===== config.mk =====
export PLATFORM = sky130hd
export DESIGN_NAME = toggle_handshake_byte_bridge_core
export DESIGN_NICKNAME = d
export VERILOG_FILES = /design/src/sv/tgb_pkg.sv /design/src/sv/toggle_handshake_byte_bridge_core.sv /design/src/sv/tgb_ram.sv /design/src/sv/tgb_queue.sv
export SDC_FILE = /design/constraint.sdc
export NUM_CORES = 2
export LEC_CHECK = 0
export ABC_AREA = 1
export BUFFER_PORTS_ARGS = -buffer_cell sky130_fd_sc_hd__clkbuf_2
export CORE_MARGIN = 5
export CORE_UTILIZATION = 60
export DETAILED_ROUTE_END_ITERATION = 8
export HOLD_SLACK_MARGIN = 0.03
export PLACE_DENSITY = 0.76
export SYNTH_ARGS = -nofsm -noshare
export SYNTH_HDL_FRONTEND = slang
export SYNTH_SLANG_ARGS = --single-unit

===== constraint.sdc =====
create_clock -name clk -period 20.2 [get_ports clk]
set_input_delay 1.01 -clock clk [delete_from_list [all_inputs] [get_ports clk]]
set_output_delay 1.01 -clock clk [all_outputs]
set_load 0.02 [all_outputs]

===== src/sv/tgb_pkg.sv =====
`timescale 1ns / 1ps
// shared types and codes for the toggle handshake byte bridge
// no dependencies

package tgb_pkg;

  localparam int TGB_QUEUE_DEPTH = 256;

  // item kinds
  localparam logic [1:0] KIND_POLL = 2'd0;
  localparam logic [1:0] KIND_MSG  = 2'd1;
  localparam logic [1:0] KIND_CMD  = 2'd2;

  // mode commands
  localparam logic [1:0] CMD_RECV = 2'd0;
  localparam logic [1:0] CMD_SYNC = 2'd1;
  localparam logic [1:0] CMD_IDLE = 2'd2;

  // run modes
  localparam logic [1:0] MODE_IDLE = 2'd0;
  localparam logic [1:0] MODE_RECV = 2'd1;
  localparam logic [1:0] MODE_SYNC = 2'd2;
  localparam logic [1:0] MODE_SEND = 2'd3;

  // header characters
  localparam logic [7:0] CH_M = 8'h4D;
  localparam logic [7:0] CH_I = 8'h49;
  localparam logic [7:0] CH_D = 8'h44;

  typedef struct packed {
    logic [1:0] kind;
    logic       peer_toggle;
    logic [7:0] pin_byte;
    logic [7:0] msg_byte0;
    logic [7:0] msg_byte1;
    logic [7:0] msg_byte2;
    logic       msg_complete;
    logic [1:0] mode_cmd;
  } tgb_item_t;

  typedef struct packed {
    logic       ready_level;
    logic [7:0] data_out;
    logic       drive_enable;
    logic       msg_out_valid;
    logic [7:0] msg_out0;
    logic [7:0] msg_out1;
    logic [7:0] msg_out2;
    logic [1:0] mode;
    logic       overflow;
  } tgb_result_t;

  // queue control for one step
  typedef struct packed {
    logic            clear;
    logic [1:0]      push_n;
    logic [2:0][7:0] push_data;
    logic [1:0]      pop_n;
  } tgb_qctl_t;

endpackage


===== src/sv/toggle_handshake_byte_bridge_core.sv =====
`timescale 1ns / 1ps
// top level of the toggle handshake byte bridge: input register, step logic,
// result register. depends on tgb_pkg, tgb_queue

// Takes one word (pin poll, incoming message or mode command) every clock
// and returns exactly one result word for it: the word waits in the input
// register and its result in the result register. Throughput is one word per
// cycle as long as results are taken; while a finished result waits, the
// input register still takes one more word. The queue holds QUEUE_DEPTH
// bytes in three byte-wide simple dual-port RAM banks, so a message can
// push its three bytes at once; the first two queued bytes live in
// flip-flops and the third is read ahead, which keeps the RAM read
// registered. The queue needs no clearing pass after reset: mode commands
// reset its pointers and only written entries are ever read.

module toggle_handshake_byte_bridge_core #(
  parameter int QUEUE_DEPTH = tgb_pkg::TGB_QUEUE_DEPTH
) (
  input  logic                 clk,
  input  logic                 rst,
  input  logic                 req_valid,
  output logic                 req_ready,
  input  tgb_pkg::tgb_item_t   req,
  output logic                 rsp_valid,
  input  logic                 rsp_ready,
  output tgb_pkg::tgb_result_t rsp
);

  import tgb_pkg::*;

  localparam int CW = $clog2(QUEUE_DEPTH + 1);
  localparam logic [CW-1:0] DEPTH_C = CW'(QUEUE_DEPTH);

  tgb_item_t   item_q;
  logic        item_vld;
  logic        advance;

  logic [1:0]    mode, mode_next;
  logic          own, own_next;
  logic [CW-1:0] count, count_next, c1, space, rel;
  logic [7:0]    w0, w0_next, w1, w1_next;
  logic          pin_drive, drive_next;
  logic [7:0]    pin_data, pdata_next;

  logic [7:0]      third;
  logic [7:0]      v0, v1, v2;
  logic [2:0][7:0] mb;
  logic [1:0]      n_msg;
  logic            hs, emit, dropped;
  logic [7:0]      m0, m1, m2;
  tgb_qctl_t       qctl;
  tgb_result_t     rsp_next;

  assign advance   = item_vld & (~rsp_valid | rsp_ready);
  assign req_ready = ~item_vld | advance;
  assign mb        = {item_q.msg_byte2, item_q.msg_byte1, item_q.msg_byte0};

  always_comb begin
    hs         = item_q.peer_toggle != own;
    mode_next  = mode;
    own_next   = own;
    count_next = count;
    w0_next    = w0;
    w1_next    = w1;
    drive_next = pin_drive;
    pdata_next = pin_data;
    emit       = 1'b0;
    dropped    = 1'b0;
    m0         = '0;
    m1         = '0;
    m2         = '0;
    qctl       = '0;
    v0         = w0;
    v1         = w1;
    v2         = third;
    c1         = count;
    space      = DEPTH_C - count;
    n_msg      = '0;
    rel        = '0;

    case (item_q.kind)
      KIND_POLL: begin
        case (mode)
          MODE_RECV: begin
            if (count != '0 && hs) begin
              pdata_next   = w0;
              w0_next      = w1;
              w1_next      = third;
              count_next   = count - 1'b1;
              own_next     = ~own;
              qctl.pop_n   = 2'd1;
            end
          end
          MODE_SEND: begin
            if (hs) begin
              own_next          = ~own;
              qctl.push_n       = 2'd1;
              qctl.push_data[0] = item_q.pin_byte;
              if (count == '0) begin
                w0_next    = item_q.pin_byte;
                count_next = CW'(1);
              end else if (count == CW'(1)) begin
                w1_next    = item_q.pin_byte;
                count_next = CW'(2);
              end else begin
                // third byte completes a message
                emit       = 1'b1;
                m0         = w0;
                m1         = w1;
                m2         = item_q.pin_byte;
                qctl.pop_n = 2'd3;
                count_next = '0;
              end
            end
          end
          MODE_SYNC: begin
            if (hs) begin
              own_next = ~own;
              if (item_q.pin_byte == CH_M || item_q.pin_byte == CH_I ||
                  item_q.pin_byte == CH_D) begin
                qctl.push_n       = 2'd1;
                qctl.push_data[0] = item_q.pin_byte;
                c1                = count + 1'b1;
                if (count == '0) begin
                  v0 = item_q.pin_byte;
                end else if (count == CW'(1)) begin
                  v1 = item_q.pin_byte;
                end else begin
                  v2 = item_q.pin_byte;
                end
              end
            end
            if (c1 == CW'(2) && v0 == CH_I) begin
              if (v1 == CH_D) begin
                mode_next = MODE_SEND;
              end
              qctl.pop_n = 2'd2;
              count_next = '0;
            end else if (c1 == CW'(3) && v0 == CH_M) begin
              if (v1 == CH_I && v2 == CH_D) begin
                mode_next = MODE_SEND;
              end
              qctl.pop_n = 2'd3;
              count_next = '0;
            end else if (c1 >= CW'(3)) begin
              // slide the header window by one word
              qctl.pop_n = 2'd1;
              count_next = c1 - 1'b1;
              w0_next    = v1;
              w1_next    = v2;
            end else begin
              count_next = c1;
              w0_next    = v0;
              w1_next    = v1;
            end
          end
          default: begin
          end
        endcase
      end
      KIND_MSG: begin
        if (item_q.msg_complete && mode == MODE_RECV) begin
          if (space >= CW'(3)) begin
            n_msg = 2'd3;
          end else begin
            n_msg   = space[1:0];
            dropped = 1'b1;
          end
          qctl.push_n    = n_msg;
          qctl.push_data = mb;
          count_next     = count + CW'(n_msg);
          for (int k = 0; k < 3; k++) begin
            rel = count + CW'(k);
            if (2'(k) < n_msg) begin
              if (rel == '0) begin
                w0_next = mb[k];
              end else if (rel == CW'(1)) begin
                w1_next = mb[k];
              end
            end
          end
        end
      end
      KIND_CMD: begin
        case (item_q.mode_cmd)
          CMD_RECV: begin
            qctl.clear     = 1'b1;
            qctl.push_n    = 2'd3;
            qctl.push_data = {CH_D, CH_I, CH_M};
            count_next     = CW'(3);
            w0_next        = CH_M;
            w1_next        = CH_I;
            drive_next     = 1'b1;
            pdata_next     = '0;
            mode_next      = MODE_RECV;
          end
          CMD_SYNC: begin
            qctl.clear = 1'b1;
            count_next = '0;
            drive_next = 1'b0;
            mode_next  = MODE_SYNC;
          end
          CMD_IDLE: begin
            qctl.clear = 1'b1;
            count_next = '0;
            drive_next = 1'b0;
            mode_next  = MODE_IDLE;
          end
          default: begin
          end
        endcase
      end
      default: begin
      end
    endcase

    rsp_next.ready_level   = own_next;
    rsp_next.data_out      = drive_next ? pdata_next : 8'd0;
    rsp_next.drive_enable  = drive_next;
    rsp_next.msg_out_valid = emit;
    rsp_next.msg_out0      = m0;
    rsp_next.msg_out1      = m1;
    rsp_next.msg_out2      = m2;
    rsp_next.mode          = mode_next;
    rsp_next.overflow      = dropped;
  end

  tgb_queue #(.QUEUE_DEPTH(QUEUE_DEPTH)) u_queue (
    .clk   (clk),
    .rst   (rst),
    .step  (advance),
    .ctl   (qctl),
    .third (third)
  );

  always_ff @(posedge clk) begin
    if (rst) begin
      item_vld  <= 1'b0;
      rsp_valid <= 1'b0;
      mode      <= MODE_IDLE;
      own       <= 1'b0;
      count     <= '0;
      pin_drive <= 1'b0;
      pin_data  <= '0;
    end else begin
      if (req_ready) begin
        item_vld <= req_valid;
      end
      if (advance) begin
        rsp_valid <= 1'b1;
        mode      <= mode_next;
        own       <= own_next;
        count     <= count_next;
        pin_drive <= drive_next;
        pin_data  <= pdata_next;
      end else if (rsp_ready) begin
        rsp_valid <= 1'b0;
      end
    end
  end

  always_ff @(posedge clk) begin
    if (req_valid && req_ready) begin
      item_q <= req;
    end
    if (advance) begin
      w0  <= w0_next;
      w1  <= w1_next;
      rsp <= rsp_next;
    end
  end

endmodule


===== src/sv/tgb_ram.sv =====
`timescale 1ns / 1ps
// one byte-wide queue bank: single write port, registered read port
// no dependencies

module tgb_ram #(
  parameter int ROWS = 2,
  localparam int AW = $clog2(ROWS)
) (
  input  logic          clk,
  input  logic          we,
  input  logic [AW-1:0] waddr,
  input  logic [7:0]    wdata,
  input  logic [AW-1:0] raddr,
  output logic [7:0]    rdata
);

  logic [7:0] mem [ROWS];

  always_ff @(posedge clk) begin
    if (we) begin
      mem[waddr] <= wdata;
    end
    rdata <= mem[raddr];
  end

endmodule


===== src/sv/tgb_queue.sv =====
`timescale 1ns / 1ps
// byte queue storage: three interleaved banks, head/tail pointers and a
// look-ahead read of the third queued byte. depends on tgb_pkg, tgb_ram

module tgb_queue #(
  parameter int QUEUE_DEPTH = tgb_pkg::TGB_QUEUE_DEPTH
) (
  input  logic                clk,
  input  logic                rst,
  input  logic                step,
  input  tgb_pkg::tgb_qctl_t  ctl,
  output logic [7:0]          third
);

  import tgb_pkg::*;

  localparam int BANKS = 3;
  localparam int ROWS  = (QUEUE_DEPTH + BANKS - 1) / BANKS;
  localparam int RW    = $clog2(ROWS);
  localparam logic [RW-1:0] ROW_LAST = RW'(ROWS - 1);

  typedef struct packed {
    logic [RW-1:0] row;
    logic [1:0]    ph;
  } qptr_t;

  // advance a pointer by up to three words
  function automatic qptr_t adv(qptr_t p, logic [1:0] n);
    logic [2:0] s;
    qptr_t      r;
    s = {1'b0, p.ph} + {1'b0, n};
    r = p;
    if (s >= 3'd3) begin
      r.ph  = 2'(s - 3'd3);
      r.row = (p.row == ROW_LAST) ? '0 : p.row + 1'b1;
    end else begin
      r.ph = s[1:0];
    end
    return r;
  endfunction

  qptr_t head, tail;
  qptr_t head_next, tail_next, wbase, ra;
  qptr_t wa [BANKS];

  logic [1:0] n_push, n_pop;
  logic       do_clear;

  logic [BANKS-1:0] we_b;
  logic [RW-1:0]    waddr_b [BANKS];
  logic [7:0]       wdata_b [BANKS];
  logic [7:0]       rdata_b [BANKS];

  logic       byp_hit_next, byp_hit;
  logic [7:0] byp_data_next, byp_data;
  logic [1:0] rd_ph;

  assign do_clear = step & ctl.clear;
  assign n_push   = step ? ctl.push_n : 2'd0;
  assign n_pop    = step ? ctl.pop_n : 2'd0;

  always_comb begin
    head_next = do_clear ? '0 : adv(head, n_pop);
    wbase     = do_clear ? '0 : tail;
    tail_next = adv(wbase, n_push);
    ra        = adv(head_next, 2'd2);
    for (int k = 0; k < BANKS; k++) begin
      wa[k] = adv(wbase, 2'(k));
    end
  end

  // each pushed word lands in a different bank
  always_comb begin
    for (int p = 0; p < BANKS; p++) begin
      we_b[p]    = 1'b0;
      waddr_b[p] = '0;
      wdata_b[p] = '0;
      for (int k = 0; k < BANKS; k++) begin
        if (2'(k) < n_push && wa[k].ph == 2'(p)) begin
          we_b[p]    = 1'b1;
          waddr_b[p] = wa[k].row;
          wdata_b[p] = ctl.push_data[k];
        end
      end
    end
  end

  // a word written now at the look-ahead slot is not yet in the bank read
  always_comb begin
    byp_hit_next  = 1'b0;
    byp_data_next = '0;
    for (int k = 0; k < BANKS; k++) begin
      if (2'(k) < n_push && wa[k] == ra) begin
        byp_hit_next  = 1'b1;
        byp_data_next = ctl.push_data[k];
      end
    end
  end

  for (genvar p = 0; p < BANKS; p++) begin : g_bank
    tgb_ram #(.ROWS(ROWS)) u_ram (
      .clk   (clk),
      .we    (we_b[p]),
      .waddr (waddr_b[p]),
      .wdata (wdata_b[p]),
      .raddr (ra.row),
      .rdata (rdata_b[p])
    );
  end

  always_ff @(posedge clk) begin
    if (rst) begin
      head    <= '0;
      tail    <= '0;
      byp_hit <= 1'b0;
      rd_ph   <= '0;
    end else begin
      head    <= head_next;
      tail    <= tail_next;
      byp_hit <= byp_hit_next;
      rd_ph   <= ra.ph;
    end
  end

  always_ff @(posedge clk) begin
    byp_data <= byp_data_next;
  end

  always_comb begin
    case (rd_ph)
      2'd0:    third = rdata_b[0];
      2'd1:    third = rdata_b[1];
      2'd2:    third = rdata_b[2];
      default: third = rdata_b[0];
    endcase
    if (byp_hit) begin
      third = byp_data;
    end
  end

endmodule

* Word level (Yosys, flattened, before mapping)
Memory sizes are Yosys's and may differ from the RTL's. A register that Yosys moved wholly into a read port is not among the register bits.
Cells that the tools add are included.
** Word-level totals
- Memories kept :: 3
- Register bits :: 144
- Input port bits :: 42
- Output and inout bits :: 40
- Logic and storage cells :: 334
- RAM bits :: 2064
** Memory list
- u_queue.g_bank[0].u_ram.mem :: words 86, bits a word 8, read ports 1, clocked after memory_dff 1, write ports 1, RTL line tgb_ram.sv:17 : logic [7:0] mem [ROWS];
- u_queue.g_bank[1].u_ram.mem :: words 86, bits a word 8, read ports 1, clocked after memory_dff 1, write ports 1, RTL line tgb_ram.sv:17
- u_queue.g_bank[2].u_ram.mem :: words 86, bits a word 8, read ports 1, clocked after memory_dff 1, write ports 1, RTL line tgb_ram.sv:17
** Cells by class
- $lt $le $gt $ge :: 14
- Equal/unequal tests :: 43
- Reductions and logical operators :: 39
- Multiplexer cells :: 172
- Bitwise logic cells :: 10
- Add/sub/neg operators :: 20
** Operator list (count)
- 2-to-1 mux 8 bit :: 64
- 2-to-1 mux 7 bit :: 18
- one-hot mux 8 bit (3 select lines) :: 5
- 2-to-1 mux 9 bit :: 13
- == test 8 x 7 -> 1 bit, second input constant :: 8
- one-hot mux 9 bit (3 select lines) :: 2
- 2-to-1 mux 26 bit :: 2
- one-hot mux 8 bit (2 select lines) :: 3
- 2-to-1 mux 2 bit :: 22
- 2-to-1 mux 1 bit :: 33
- one-hot mux 16 bit (2 select lines) :: 1
- == test 9 x 1 -> 1 bit, second input constant :: 3
- == test 9 bit :: 3
- zero test 9 bit :: 3
- adder 7 x 1 -> 7 bit, second input constant :: 3
- == test 7 bit, second input constant :: 3
- == test 9 x 2 -> 1 bit, second input constant :: 2
- greater-or-equal comparator 9 x 2 -> 1 bit, second input constant :: 2
- logical AND 1 bit :: 18
- one-hot mux 2 bit (3 select lines) :: 3
- one-hot mux 9 bit (2 select lines) :: 1
- subtractor 9 x 1 -> 9 bit, second input constant :: 2
- == test 2 bit, second input constant :: 8
- greater-or-equal comparator 3 x 2 -> 1 bit, second input constant :: 5
- 36 further kinds :: 71

* Depth between registers and ports, before layout
- Depth in word-level cells :: 26
- Depth in mapped cells :: 53
- Mapped depth without buffers :: 48

* Cells and area by module
From an unflattened synthesis, not the netlist that was laid out.
** Second synthesis, totals
- Cell total of the unflattened synthesis :: 8919
- Area, all modules :: 96700.2 um2
** By module, submodules not included
- tgb_ram (u_queue.g_bank[1].u_ram ...) :: cells each 2371, sequential area each 20820.0 um2, times used 2, area an instance 28193.3 um2
- tgb_ram (u_queue.g_bank[0].u_ram) :: cells each 2372, sequential area each 20820.0 um2, times used 1, area an instance 28197.0 um2
- toggle_handshake_byte_bridge_core :: cells each 1097, sequential area each 3223.1 um2, times used 1, area an instance 7972.6 um2
- tgb_queue :: cells each 708, sequential area each 580.6 um2, times used 1, area an instance 4144.0 um2

* Worst setup path after synthesis
Ideal clock, no wire load.
- Path type :: in2reg
- Start :: input rsp_ready
- End :: register u_queue.g_bank[0].u_ram.rdata[5] (read register of u_queue.g_bank[0].u_ram.mem)
- Library setup time :: 0.113 ns
- Stages :: 27
- Slack :: 13.344 ns
- Path buffers :: 4
- Required time :: 20.087 ns
- Data arrival time :: 6.743 ns
- Path through :: inv_2 -> a21oi_1 -> o211ai_1 -> fa_1 -> inv_1 -> ha_1 -> inv_1 -> nand2_1 -> buf_2 -> inv_1 -> o21ai_0 -> nor2_1 -> inv_1 -> ha_1 -> nor2_1 -> nand3_1 -> nor2_1 -> nand3_2 -> nand2_2 -> buf_2 -> buf_2 -> buf_1 -> o211ai_1 -> nand3_1 -> nand3_1 -> nand3_1 -> nand2_1
** RTL lines
- from (decl) :: RTL line toggle_handshake_byte_bridge_core.sv:25 : input logic rsp_ready,
- to (decl) :: RTL line tgb_ram.sv:14 : output logic [7:0] rdata

==> summary.txt <==
Via count: 72400
Ys Warns: 0
CTS Buf Count: 219
Met1 GRT Util: 44.3%
Antenna Violating Nets Remaining: 0
Worst-Margin Slew: 1.42 ns
Cell taking the most area after synthesis: edfxtp_1
Initial antenna violation count: 4
Seq/Total Area, Yosys: 65.6%
Synth area leaders: edfxtp_1 (64%), nand3_1 (8.7%), nand2_1 (5.0%)
Max stage delay cell, worst path: buf_4
Grt total ovfl: 0
Final WL: 277 mm
Highest Clock Rate: 0.0925 GHz
TritonCTS clock tree: built
Die Footprint: 177000 µm²
Initial core utilization: 60.4%
Post-synth EDFFs: 2156
Fin. max-slew vios: 0
Syn nets: 9680
Via density: 6.14
Critical Path Max Stage Delay: 0.85 ns
M3 GR Usage: 5.50%
Netlist cell types: 55
Most common cell after layout, fill and taps aside: edfxtp_1
First-pass GRT wire length: 418 mm
DRT Pass-1 Iters: 7
Worst Setup End Kind: flip-flop
Worst Path Max Fanout: 85
Hold Slack: 0.302 ns
Worst-path clk slew: 0.06 ns
Synth Area per Inst: 10.5 µm²
Layout Skew: 0.0344 ns
Clk Tree Root Cell: clkbuf_16
Yosys top cell area share: 64.1%
Largest net degree at the start of global routing: 208
CP Class: flip-flop to flip-flop
Clock Latency Late Sink: 0.88 ns
Final period util: 53.5%
Clk buf depth: 3
Tot Pwr: 9.34 mW
GR peak layer: met2
Asr flop ratio synth: 0%
Leak Pwr: 42.0 nW
Cells after Synth: 9597
DP HPWL: 161 mm
Placer Congestion: 0.977
Most frequent cells in the layout: edfxtp_1 (2156), nand3_1 (1765), nand2_1 (1358)
Reg2Reg Launch Point: item_q[30]$_DFFE_PP_
Arrival time worst endpoint: 11.58 ns
Htree depth: 4
CTS sink cnt: 2232
Non-Filler Instances: 11800
Hold WC Path Type: input port to flip-flop
PD cells: 85.1 nW/µm²
CP top delay family: simple AND/OR/NAND/NOR gates
Setup TNS: 0 ns
Crit path required time: 20.96 ns
GRT Resource Usage Total: 30.9%
Drt initial violations: 10400
Top Ports: 82
Outcome: finished, final reports clean
Port Buf Inserts: 81
Synthesized flop and latch total: 2232
Vias in the first global route: 68500
Layout net count: 9485
Setup Viol. Count Final: 0
Post_cts resized: 0
Die Width: 420 µm
Placed Cells: 11400
Post-synth design cell area: 101000 µm²
Core area: 167000 µm²
Post-synth top flop: edfxtp_1
Maximum capacitance violations: 0
Routed wire per std cell: 23.5 µm
Worst setup SP type: flip-flop
Core Rows: 150
Setup bufs post-CTS: 0
Hold Startpoint: req[1]
Relative slew slack: 5.63%
Post-cts hold buffer count: 0
Max VDD drop: 0.0921 mV
RSZ-0062 raised after global routing: false
DRC viols: 0
P&R area growth vs syn: 8.61%
Critical path origin: item_q[30]$_DFFE_PP_
Hold Violations, Final: 0
Met2 global-route usage: 47.8%
Most used cell, CP: nand2_1
Die Ht: 420 µm
Buf+Inv Stages, Crit Path: 11
Share of cells above drive strength 1: 7.73%
Min cycle time layout: 10.81 ns
-- power breakdown --
part / switching [mW] / total (mW) / internal (mW)
logic: 0.197 / 0.272 / 0.0746
clock network: 1.76 / 4.04 / 2.28
registers: 0.0141 / 5.03 / 5.02
-- registers in the layout (all words and copies together), names as in the netlist, 9 cells and up --
name                        cells
u_queue.g_bank.u_ram.rdata     24
count                           9
u_queue.g_bank.u_ram.mem     2064
u_queue.tail                    9
u_queue.head                    9
rsp                            38
item_q                         38
-- final timing paths --
check                                              to  slack (ns)  cells after the start
max          u_queue.g_bank[1].u_ram.rdata[3]$_DFF_P_        9.39                     45
min                               item_q[1]$_DFFE_PP_        0.30                      1
max reg2reg  u_queue.g_bank[1].u_ram.rdata[3]$_DFF_P_        9.39                     45
min reg2reg                  pin_data[1]$_SDFFE_PP0P_        0.55                      4
-- routing by layer --
metal | wire length, µm | vias to the layer above
li1 | - | 32700
met1 | 110000 | 34700
met2 | 126000 | 4264
met3 | 29500 | 681
met4 | 11600 | 0
met5 | 0 | -
-- cells in the mapped netlist (36+ instances only) --
cell and count:
or2_2 106, a21oi_1 110, nand2_2 36, buf_1 98
nand3b_1 436, dfxtp_1 76, clkbuf_1 250, nor2_1 1007
edfxtp_1 2156, o211ai_1 148, buf_2 230, inv_1 1004
nand2_1 1358, nand4_1 40, ha_1 39, nand3_1 1765
o21ai_0 461
-- cell families after synthesis --
logic type / count (synthesis) / share of synthesized area (%)
AO/OA/AOI/OAI: 836 / 4.74
XOR/XNOR: 43 / 0.373
adder cells (fa/ha/maj): 41 / 0.522
buffers and inverters: 1637 / 6.45
flip-flops: 2232 / 65.6
AND/OR/NAND/NOR: 4808 / 22.4
-- final cells by class --
type                    count  area (µm²)
fillers                 12400       57600
clock inverters           132        1220
clock buffers             275        5870
well taps                2204        2760
inverters                1041        3940
flip-flops and latches   2232       66300
multi-input cells        5728       28500
repair buffers            180        1210
diodes                      1        2.50
-- per-stage QoR --
| stage | util (%) | cell area (µm²) | worst slack, ns |
|---|---|---|---|
| after floorplan | - | 101000 | 13.34 |
| after global placement | 61.3 | 103000 | 9.79 |
| after detailed placement | 61.3 | 103000 | 9.70 |
| after CTS | 65.6 | 110000 | 9.67 |
| after global routing | 65.6 | 110000 | 8.66 |
| final | 65.6 | 110000 | 9.39 |
Note: power is estimated with default switching activity, not from simulation.
